### src/rtl/pfe_pkg.sv
`timescale 1ns / 1ps
// Shared types, codes and constants of the pheromone field engine.
// No dependencies; every other file imports this package.
package pfe_pkg;

    // Item function codes
    localparam logic [1:0] FUNC_DEPOSIT = 2'd0;
    localparam logic [1:0] FUNC_DECAY   = 2'd1;
    localparam logic [1:0] FUNC_SENSE   = 2'd2;
    localparam logic [1:0] FUNC_LOAD    = 2'd3;

    // Configuration register indexes
    localparam logic REG_MAP_WIDTH  = 1'b0;
    localparam logic REG_MAP_HEIGHT = 1'b1;

    localparam int CFG_W      = 9;
    localparam int CFG_RESET  = 256;
    localparam int ANGLE_W    = 16;
    localparam int CORDIC_STEPS = 20;
    localparam int STEP_W     = 5;
    localparam int TURN_BITS  = 24;
    localparam int TURN_ACC_W = 26;
    localparam int MOM_SHIFT  = 28;
    localparam int ATAN_W     = 22;
    localparam int WEIGHT_W   = 9;
    localparam int WEIGHT_ONE = 256;
    localparam int CELL_W     = 8;
    localparam int CELL_MAX   = 255;

    typedef enum logic [3:0] {
        ST_CLEAR,
        ST_IDLE,
        ST_DEP_ADDR,
        ST_DEP_READ,
        ST_DEP_WRITE,
        ST_DEC_SETUP,
        ST_DEC_READ,
        ST_DEC_WRITE,
        ST_SLOT,
        ST_WIN_ADDR,
        ST_WIN_READ,
        ST_WIN_MUL,
        ST_WIN_ACC,
        ST_ANGLE_START,
        ST_ANGLE_WAIT,
        ST_DONE
    } pfe_state_t;

    typedef struct packed {
        logic capture;
        logic load_write;
        logic clear_write;
        logic dep_addr;
        logic dep_read;
        logic dep_write;
        logic dec_setup;
        logic dec_read;
        logic dec_write;
        logic slot_step;
        logic win_addr;
        logic win_read;
        logic win_mul;
        logic win_acc;
        logic angle_start;
        logic angle_take;
    } pfe_cmd_t;

    typedef struct packed {
        logic clear_last;
        logic dec_empty;
        logic dec_last;
        logic slot_done;
        logic kind_ok;
        logic win_last;
        logic tot_zero;
        logic angle_done;
    } pfe_status_t;

    // Arctangent of 2^-i in units of 2^24 per turn
    function automatic logic [ATAN_W-1:0] atan_unit(input logic [STEP_W-1:0] i);
        logic [ATAN_W-1:0] r;
        case (i)
            5'd0:    r = 22'd2097152;
            5'd1:    r = 22'd1238021;
            5'd2:    r = 22'd654136;
            5'd3:    r = 22'd332050;
            5'd4:    r = 22'd166669;
            5'd5:    r = 22'd83416;
            5'd6:    r = 22'd41719;
            5'd7:    r = 22'd20860;
            5'd8:    r = 22'd10430;
            5'd9:    r = 22'd5215;
            5'd10:   r = 22'd2608;
            5'd11:   r = 22'd1304;
            5'd12:   r = 22'd652;
            5'd13:   r = 22'd326;
            5'd14:   r = 22'd163;
            5'd15:   r = 22'd81;
            5'd16:   r = 22'd41;
            5'd17:   r = 22'd20;
            5'd18:   r = 22'd10;
            5'd19:   r = 22'd5;
            default: r = 22'd0;
        endcase
        return r;
    endfunction

endpackage

### src/rtl/pfe_ctrl.sv
`timescale 1ns / 1ps
// Controller state machine: sequences clear, deposit, decay, sense and load.
// Depends on pfe_pkg.
module pfe_ctrl (
    input  logic                  clk,
    input  logic                  rst_n,
    input  logic                  start,
    input  logic [1:0]            func,
    input  pfe_pkg::pfe_status_t  st,
    output pfe_pkg::pfe_cmd_t     cmd,
    output logic                  busy,
    output logic                  done
);
    import pfe_pkg::*;

    pfe_state_t state_reg, state_next;

    always_ff @(posedge clk or negedge rst_n)
    begin
        if (!rst_n)
            state_reg <= ST_CLEAR;
        else
            state_reg <= state_next;
    end

    // Next state and commands
    always_comb
    begin
        state_next = state_reg;
        cmd        = '0;
        busy       = 1'b1;
        done       = 1'b0;
        case (state_reg)
            ST_CLEAR:
            begin
                cmd.clear_write = 1'b1;
                if (st.clear_last)
                    state_next = ST_IDLE;
            end
            ST_IDLE:
            begin
                busy = 1'b0;
                if (start)
                begin
                    cmd.capture = 1'b1;
                    case (func)
                        FUNC_DEPOSIT: state_next = ST_DEP_ADDR;
                        FUNC_DECAY:   state_next = ST_DEC_SETUP;
                        FUNC_SENSE:   state_next = ST_SLOT;
                        FUNC_LOAD:
                        begin
                            cmd.load_write = 1'b1;
                            state_next     = ST_DONE;
                        end
                        default:      state_next = ST_DONE;
                    endcase
                end
            end
            ST_DEP_ADDR:
            begin
                cmd.dep_addr = 1'b1;
                state_next   = ST_DEP_READ;
            end
            ST_DEP_READ:
            begin
                cmd.dep_read = 1'b1;
                state_next   = ST_DEP_WRITE;
            end
            ST_DEP_WRITE:
            begin
                cmd.dep_write = 1'b1;
                state_next    = ST_DONE;
            end
            ST_DEC_SETUP:
            begin
                cmd.dec_setup = 1'b1;
                state_next    = ST_DEC_READ;
            end
            ST_DEC_READ:
            begin
                cmd.dec_read = 1'b1;
                if (st.dec_empty)
                    state_next = ST_DONE;
                else
                    state_next = ST_DEC_WRITE;
            end
            ST_DEC_WRITE:
            begin
                cmd.dec_write = 1'b1;
                if (st.dec_last)
                    state_next = ST_DONE;
                else
                    state_next = ST_DEC_READ;
            end
            ST_SLOT:
            begin
                cmd.slot_step = 1'b1;
                if (st.slot_done)
                    state_next = st.kind_ok ? ST_WIN_ADDR : ST_DONE;
            end
            ST_WIN_ADDR:
            begin
                cmd.win_addr = 1'b1;
                state_next   = ST_WIN_READ;
            end
            ST_WIN_READ:
            begin
                cmd.win_read = 1'b1;
                state_next   = ST_WIN_MUL;
            end
            ST_WIN_MUL:
            begin
                cmd.win_mul = 1'b1;
                state_next  = ST_WIN_ACC;
            end
            ST_WIN_ACC:
            begin
                cmd.win_acc = 1'b1;
                state_next  = st.win_last ? ST_ANGLE_START : ST_WIN_ADDR;
            end
            ST_ANGLE_START:
            begin
                if (st.tot_zero)
                    state_next = ST_DONE;
                else
                begin
                    cmd.angle_start = 1'b1;
                    state_next      = ST_ANGLE_WAIT;
                end
            end
            ST_ANGLE_WAIT:
            begin
                if (st.angle_done)
                begin
                    cmd.angle_take = 1'b1;
                    state_next     = ST_DONE;
                end
            end
            ST_DONE:
            begin
                done       = 1'b1;
                state_next = ST_IDLE;
            end
            default:
            begin
                state_next = ST_IDLE;
            end
        endcase
    end

endmodule
### config.mk
export PLATFORM = sky130hd
export DESIGN_NAME = pfe_ctrl
export DESIGN_NICKNAME = d
export VERILOG_FILES = /design/src/rtl/pfe_pkg.sv /design/src/rtl/pfe_ctrl.sv
export SDC_FILE = /design/constraint.sdc
export NUM_CORES = 1
export LEC_CHECK = 0
export BUFFER_PORTS_ARGS = -buffer_cell sky130_fd_sc_hd__buf_2
export CORE_MARGIN = 5
export CORE_UTILIZATION = 30
export DETAILED_ROUTE_END_ITERATION = 8
export GPL_TIMING_DRIVEN = 0
export SLEW_MARGIN = 5
export SYNTH_ARGS = -nofsm -noshare
export SYNTH_HDL_FRONTEND = slang
export SYNTH_SLANG_ARGS = --single-unit
### constraint.sdc
create_clock -name clk -period 3.3 [get_ports clk]
set_input_delay 0.33 -clock clk [delete_from_list [all_inputs] [get_ports clk]]
set_output_delay 0.33 -clock clk [all_outputs]
set_load 0.01 [all_outputs]
* Word-level counts from Yosys, hierarchy flattened
Index checks and enable logic that the tools add are counted.
Word-level totals: register bits 4, word-level logic and storage cells 58, bits of input ports 13
Cells by class: multiplexer cells 32, equality and inequality tests 22, reductions and logical operators 3
Operators with widths (count):
- $pmux 4 s16 | 1
- $eq 4x4->1 const B | 8
- $mux 4 | 6
- $mux 1 | 20
- $eq 4x3->1 const B | 4
- $pmux 4 s4 | 1
- $eq 4x2->1 const B | 2
- $ne 2x2->1 const B | 4
- $mux 3 | 2
- $eq 2x2->1 const B | 2
- $eq 4x1->1 const B | 1
- $logic_not 4->1 | 1
- $mux 2 | 2
- $reduce_and 4->1 | 1
- $eq 2x1->1 const B | 1
- $logic_not 2->1 | 1

* Longest topological paths before layout
Gate-level depths: netlist (run 1).
word-level depth 4, depth in mapped cells 7

* Worst setup path after synthesis (run 1)
Ideal clock, no wire load.
path kind reg2out, from reg state_reg[3], to out cmd[14] (netlist bit), arrival 1.278 ns, path slack 1.692 ns, cell stages (with the launch flop) 6, cells stage by stage dfrtp_1 > or2_1 > buf_2 > or2_4 > nor2_4 > and2_1
RTL lines:
- start: declaration | RTL line pfe_ctrl.sv:16 | pfe_state_t state_reg, state_next;
- start signal: assignment | RTL line pfe_ctrl.sv:23 | state_reg <= state_next;
- end: declaration | RTL line pfe_ctrl.sv:10 | output pfe_pkg::pfe_cmd_t cmd,

==> results.sh, run 1 <==
export IMPL_synth_edf_count=0
export IMPL_clkTransAtPathRegs_ns=0.04
export IMPL_layout_drive_gt1_share_pct=36.36
export IMPL_grt_first_pass_wirelength_um=2649
export IMPL_power_density_nw_per_um2=865.0
export IMPL_dpl_instance_area_um2=773.2
export IMPL_critPathKind="flop to output pin"
export IMPL_worstMarginPinSlew_ns=0.2848
export IMPL_final_hold_violation_count=0
export IMPL_path_max_fanout=6
export IMPL_yosys_register_bits=4
export IMPL_status="complete, no violations"
export IMPL_maxSlewViolCount=0
export IMPL_max_slew_margin_pct=81.01
export IMPL_cp_start_kind="flop"
export IMPL_cp_end_kind="output pin"
export IMPL_min_period_over_period_pct=57.66
export IMPL_pin_count=31
export IMPL_dp_cells=144
export IMPL_hold_class="input pin to flop"
export IMPL_ant_nets=0
export IMPL_cts_tree="done"
export IMPL_leakagePower_nw=0.4274
export IMPL_grt_start_max_net_pins=11
export IMPL_rsz0062_at_grt="false"
export IMPL_wire_per_inst_um=11.51
export IMPL_drc=0
export IMPL_grt_pass1_vias=625
export IMPL_drt_first_pass_iters=7
export IMPL_cts_root_buf="clkbuf_4"
export IMPL_rows=16
export IMPL_die_area_um2=2951
export IMPL_cts_repair_resized=0
export IMPL_ys_dominant_reg_cell="dfrtp_1"
export IMPL_fp_dieH_um=54.32
export IMPL_cts_buffer_depth=2
export IMPL_wirelength_um=1703
export IMPL_clkLatencyLatePin_ns=0.24
export IMPL_largest_reg_flops=4
export IMPL_fin_cells=148
export IMPL_met3_length_um=176
export IMPL_overflow=0
export IMPL_netlist_instances=87
export IMPL_start_util_pct=30.66
export IMPL_setup_viol=0
export IMPL_required_ns=2.97
export IMPL_yosysWarnings=0
export IMPL_synthArstFlopShare_pct=100.0
export IMPL_fp_dieW_um=54.32
export IMPL_hpwl_um=1338
export IMPL_seq_area_frac_synth_pct=16.99
export IMPL_cts_sinks=4
export IMPL_fin_nets=140
export IMPL_fin_setup_tns_ns=0
export IMPL_grt_use_total_pct=12.34
export IMPL_antenna_cells=0
export IMPL_syn_avg_cell_area_um2=6.774
export IMPL_fin_area_um2=805.8
export IMPL_h_tree_depth=1
export IMPL_drt_met1_wl_um=793
export IMPL_top_layer="met3"
export IMPL_avgViaCountPerCell=4.845
export IMPL_vias=717
export IMPL_period_needed_ns=1.903
export IMPL_routed_wl_met2_um=733
export IMPL_drt_initial_drc_count=26
export IMPL_netlist_cell_type_count=28
export IMPL_place_congestion=0.8069
export IMPL_finClkSkew_ns=0.003014
export IMPL_netlist_area_um2=589.3
export IMPL_grt_antenna_before_repair=0
export IMPL_fmax_mhz=525.5
export IMPL_syn2layout_area_growth_pct=36.73
export IMPL_arrival_ns=1.57
export IMPL_coreArea_um2=1922
export IMPL_ir_drop_uv=433.2
export IMPL_syn_nets=104
export IMPL_max_cap_violations=0
export IMPL_cts_buffers=3
export IMPL_io_buffers=30
## report_power, final
group	switching, W	total [W]	internal, W
registers	0.0000205	0.0000977	0.0000772
logic	0.000312	0.000536	0.000225
clock network	0.0000220	0.0000628	0.0000408
## placed cells by master, fill, tap and decap left out, types with 2 or more instances in the layout
cell type  instances
ha_1               4
nor3_1             8
inv_1              6
nand3_1            2
buf_2             33
o21ai_0            5
and2_1             2
o211ai_1           2
nand2_1            6
nor2_1            14
a21oi_1            6
o21ai_1            4
buf_4              3
clkbuf_4           3
nand2b_1           5
dfrtp_1            4
## critical path: stages (launching register included)
cell     delay [ns]
dfrtp_1        0.40
or2_1          0.23
buf_2          0.16
or2_4          0.25
nor2_4         0.07
and2_1         0.12
buf_2          0.12
## path summary, 6_finish.rpt
| kind | start | to | slack [ns] | cells after the start |
|---|---|---|---|---|
| max | state_reg[3] | cmd[14] | 1.40 | 6 |
| min | st[0] | state_reg[2] | 0.40 | 3 |
| max reg2reg | state_reg[2] | state_reg[1] | 1.93 | 6 |
| min reg2reg | state_reg[0] | state_reg[1] | 0.76 | 3 |
| max in group asynchronous | rst_n | state_reg[0] | 2.74 | 2 |
| min in group asynchronous | rst_n | state_reg[1] | 0.44 | 2 |
## metal layers
metal  vias up  GRT usage (%)
li1        364              -
met1       320          17.53
met2        33          17.13
met3         0          3.542
met4         0          4.979
met5         -              0
## through the flow
stage	hold slack, ns	power [W]	setup slack (ns)	util [%]
global route	0.4082	0.0007688	1.311	41.93
global placement	0.1328	0.0006288	1.636	40.23
finish	0.4029	0.0006970	1.397	41.93
CTS	0.4079	0.0006982	1.382	41.93
floorplan	0.03441	0.0004952	1.692	-
detailed placement	0.1389	0.0006324	1.633	40.23
## cell usage after synthesis (2+ instances only)
master / n / area share [%]
dfrtp_1: 4 / 17
o21ai_1: 4 / 3.4
nand2_1: 6 / 3.8
o211ai_1: 2 / 2.5
buf_4: 3 / 3.8
buf_2: 3 / 2.5
nor3_1: 8 / 6.8
nand2b_1: 5 / 5.3
and2_1: 2 / 2.1
a21oi_1: 6 / 5.1
ha_1: 4 / 8.5
o21ai_0: 5 / 4.2
nand3_1: 2 / 1.7
nor2_1: 14 / 8.9
inv_1: 6 / 3.8
## kinds of logic after synthesis
group,synth area share [%]
mux,1.699
flops,16.99
fa+ha+maj,8.493
xor+xnor,1.486
buf+inv,10.19
simple gates,41.40
compound gates,19.74
## cell type report
| type | instances | area, um^2 |
|---|---|---|
| Timing Repair Buffer | 31 | 160.2 |
| Buffer | 6 | 37.54 |
| Multi-Input combinational cell | 71 | 429.2 |
| Inverter | 6 | 22.52 |
| Sequential cell | 4 | 100.1 |
| Fill cell | 227 | 1116 |
| Clock buffer | 3 | 22.52 |
| Tap cell | 27 | 33.78 |
## what timing repair did
action,in CTS,in global routing
setup buffers,0,0
hold endpoints to repair,4,0
hold buffers,1,0
(Power assumes the default switching activity.)
==> run 2, diff against run 1 <==
==> constraint.sdc (replaced) <==
create_clock -name clk -period 1.8 [get_ports clk]
set_input_delay 0.18 -clock clk [delete_from_list [all_inputs] [get_ports clk]]
set_output_delay 0.18 -clock clk [all_outputs]
set_load 0.01 [all_outputs]
==> results.sh, run 2 (synthesis results as in run 1) <==
export IMPL_syn2layout_area_growth_pct=37.58
export IMPL_grt_antenna_before_repair=0
export IMPL_cts_tree="done"
export IMPL_worstMarginPinSlew_ns=0.2906
export IMPL_wirelength_um=1704
export IMPL_hpwl_um=1338
export IMPL_coreArea_um2=1922
export IMPL_rows=16
export IMPL_layout_common_cells="32 x buf_2, 14 x nor2_1, 8 x nor3_1"
export IMPL_critPathKind="flop to output pin"
export IMPL_grt_pass1_vias=625
export IMPL_final_hold_violation_count=0
export IMPL_max_stage_delay_ns=0.35
export IMPL_path_max_fanout=8
export IMPL_drt_first_pass_iters=4
export IMPL_cts_buffers=3
export IMPL_required_ns=1.62
export IMPL_fin_nets=139
export IMPL_grt_start_max_net_pins=11
export IMPL_antenna_cells=0
export IMPL_maxSlewViolCount=0
export IMPL_layout_drive_gt1_share_pct=37.50
export IMPL_finClkSkew_ns=0.002366
export IMPL_wire_per_inst_um=11.59
export IMPL_leakagePower_nw=0.4304
export IMPL_overflow=0
export IMPL_vias=695
export IMPL_ant_nets=0
export IMPL_worst_slack_ns=0.1278
export IMPL_power_density_nw_per_um2=1602
export IMPL_cts_sinks=4
export IMPL_grt_use_total_pct=12.34
export IMPL_rsz0062_at_grt="false"
export IMPL_hold_end="state_reg[2]"
export IMPL_io_buffers=30
export IMPL_critPathLaunch="state_reg[1]"
export IMPL_h_tree_depth=1
export IMPL_drt_initial_drc_count=13
export IMPL_clkLatencyLatePin_ns=0.23
export IMPL_period_needed_ns=1.672
export IMPL_avgViaCountPerCell=4.728
export IMPL_arrival_ns=1.49
export IMPL_whs_path_depth=3
export IMPL_status="complete, no violations"
export IMPL_cts_buffer_depth=2
export IMPL_fmax_mhz=598.0
export IMPL_min_from="st[0]"
export IMPL_rr_endpoint="state_reg[1]"
export IMPL_setup_viol=0
export IMPL_preCtsSetupSlack_ns=0.2834
export IMPL_cp_end_kind="output pin"
export IMPL_critPathSlowestCell="dfrtp_1"
export IMPL_max_cap_violations=0
export IMPL_max_slew_margin_pct=80.63
export IMPL_hold_class="input pin to flop"
export IMPL_fp_dieH_um=54.32
export IMPL_worstRegToRegCells=5
export IMPL_largest_reg_flops=4
export IMPL_grt_first_pass_wirelength_um=2649
export IMPL_die_area_um2=2951
export IMPL_ir_drop_uv=797.2
export IMPL_pin_count=31
export IMPL_start_util_pct=30.66
export IMPL_fin_setup_tns_ns=0
export IMPL_clkTransAtPathRegs_ns=0.04
export IMPL_min_period_over_period_pct=92.90
export IMPL_drc=0
export IMPL_reg2reg_from="state_reg[0]"
export IMPL_critPathBufInv=2
export IMPL_place_congestion=0.8069
export IMPL_fp_dieW_um=54.32
export IMPL_reg2reg_slack_ns=0.41
export IMPL_cts_root_buf="clkbuf_4"
export IMPL_cp_common_cell="buf_2"
export IMPL_layout_commonest_cell="buf_2"
export IMPL_path_cells="buf_2 -> nand2b_4 -> or2_4 -> nor2_4 -> and2_1 -> buf_2"
export IMPL_cp_start_kind="flop"
export IMPL_cp_top_family="simple AND/OR/NAND/NOR gates"
## run 2: cell count changes in the layout (fill, tap and decap cells not counted), sizes merged
cell,before,now
buf,36,35
## run 2: worst reg2reg max path, delay by kind of cell (launching register included)
kind | cells | cell delay [ns]
buffers and inverters | 1 | 0.14
AOI/OAI and AO/OA | 1 | 0.07
and+or+nand+nor | 3 | 0.63
DFF | 1 | 0.44
## run 2: worst max path at each step
stage / cells past startpoint / slack (ns) / to
6_report: 6 / 0.13 / cmd[14]
5_1_grt: 5 / 0.05 / cmd[14]
4_1_cts: 6 / 0.03 / cmd[14]
3_5_place_dp: 6 / 0.28 / cmd[14]
3_3_place_gp: 6 / 0.29 / cmd[14]
2_1_floorplan: 5 / 0.34 / cmd[14]
## run 2: area by class of cell
cell class                      count  area (um^2)
Clock buffer                        3        22.52
Timing Repair Buffer               31        160.2
Inverter                            6        22.52
Sequential cell                     4        100.1
Multi-Input combinational cell     71        439.2
Buffer                              5        32.53
Tap cell                           27        33.78
Fill cell                         227         1111
## run 2: power breakdown
| part | total (W) | internal (W) | switching, W | leakage (nW) |
|---|---|---|---|---|
| sequential | 0.000187 | 0.000142 | 0.0000451 | 0.0476 |
| clock | 0.000112 | 0.0000746 | 0.0000371 | 0.0138 |
| combinational | 0.00100 | 0.000427 | 0.000573 | 0.369 |
## run 2: repair_timing
action,CTS,global route
hold buffers,1,0
endpoints found under the hold margin,4,0
setup buffers,0,0
setup endpoints to repair,0,1
gates resized for setup,0,3
## run 2: through the flow
step                utilization, %  power (W)  area [um^2]  instances  hold WS, ns
detailed placement           40.23   0.001159        773.2        144     -0.01110
global route                 42.19   0.001432        810.8        147       0.2582
global placement             40.23   0.001153        773.2        144     -0.01721
CTS                          41.93   0.001280        805.8        148       0.2579
finish                       42.19   0.001298        810.8        147       0.2596
floorplan                        -  0.0009080        589.3         87      -0.1156
## run 2: routing by layer
metal	GRT usage, %	vias to the layer above	wire (um)
met5	0	-	0
met4	4.979	0	0
met3	3.542	0	146
met2	17.13	29	718
met1	17.53	308	839
li1	-	358	-
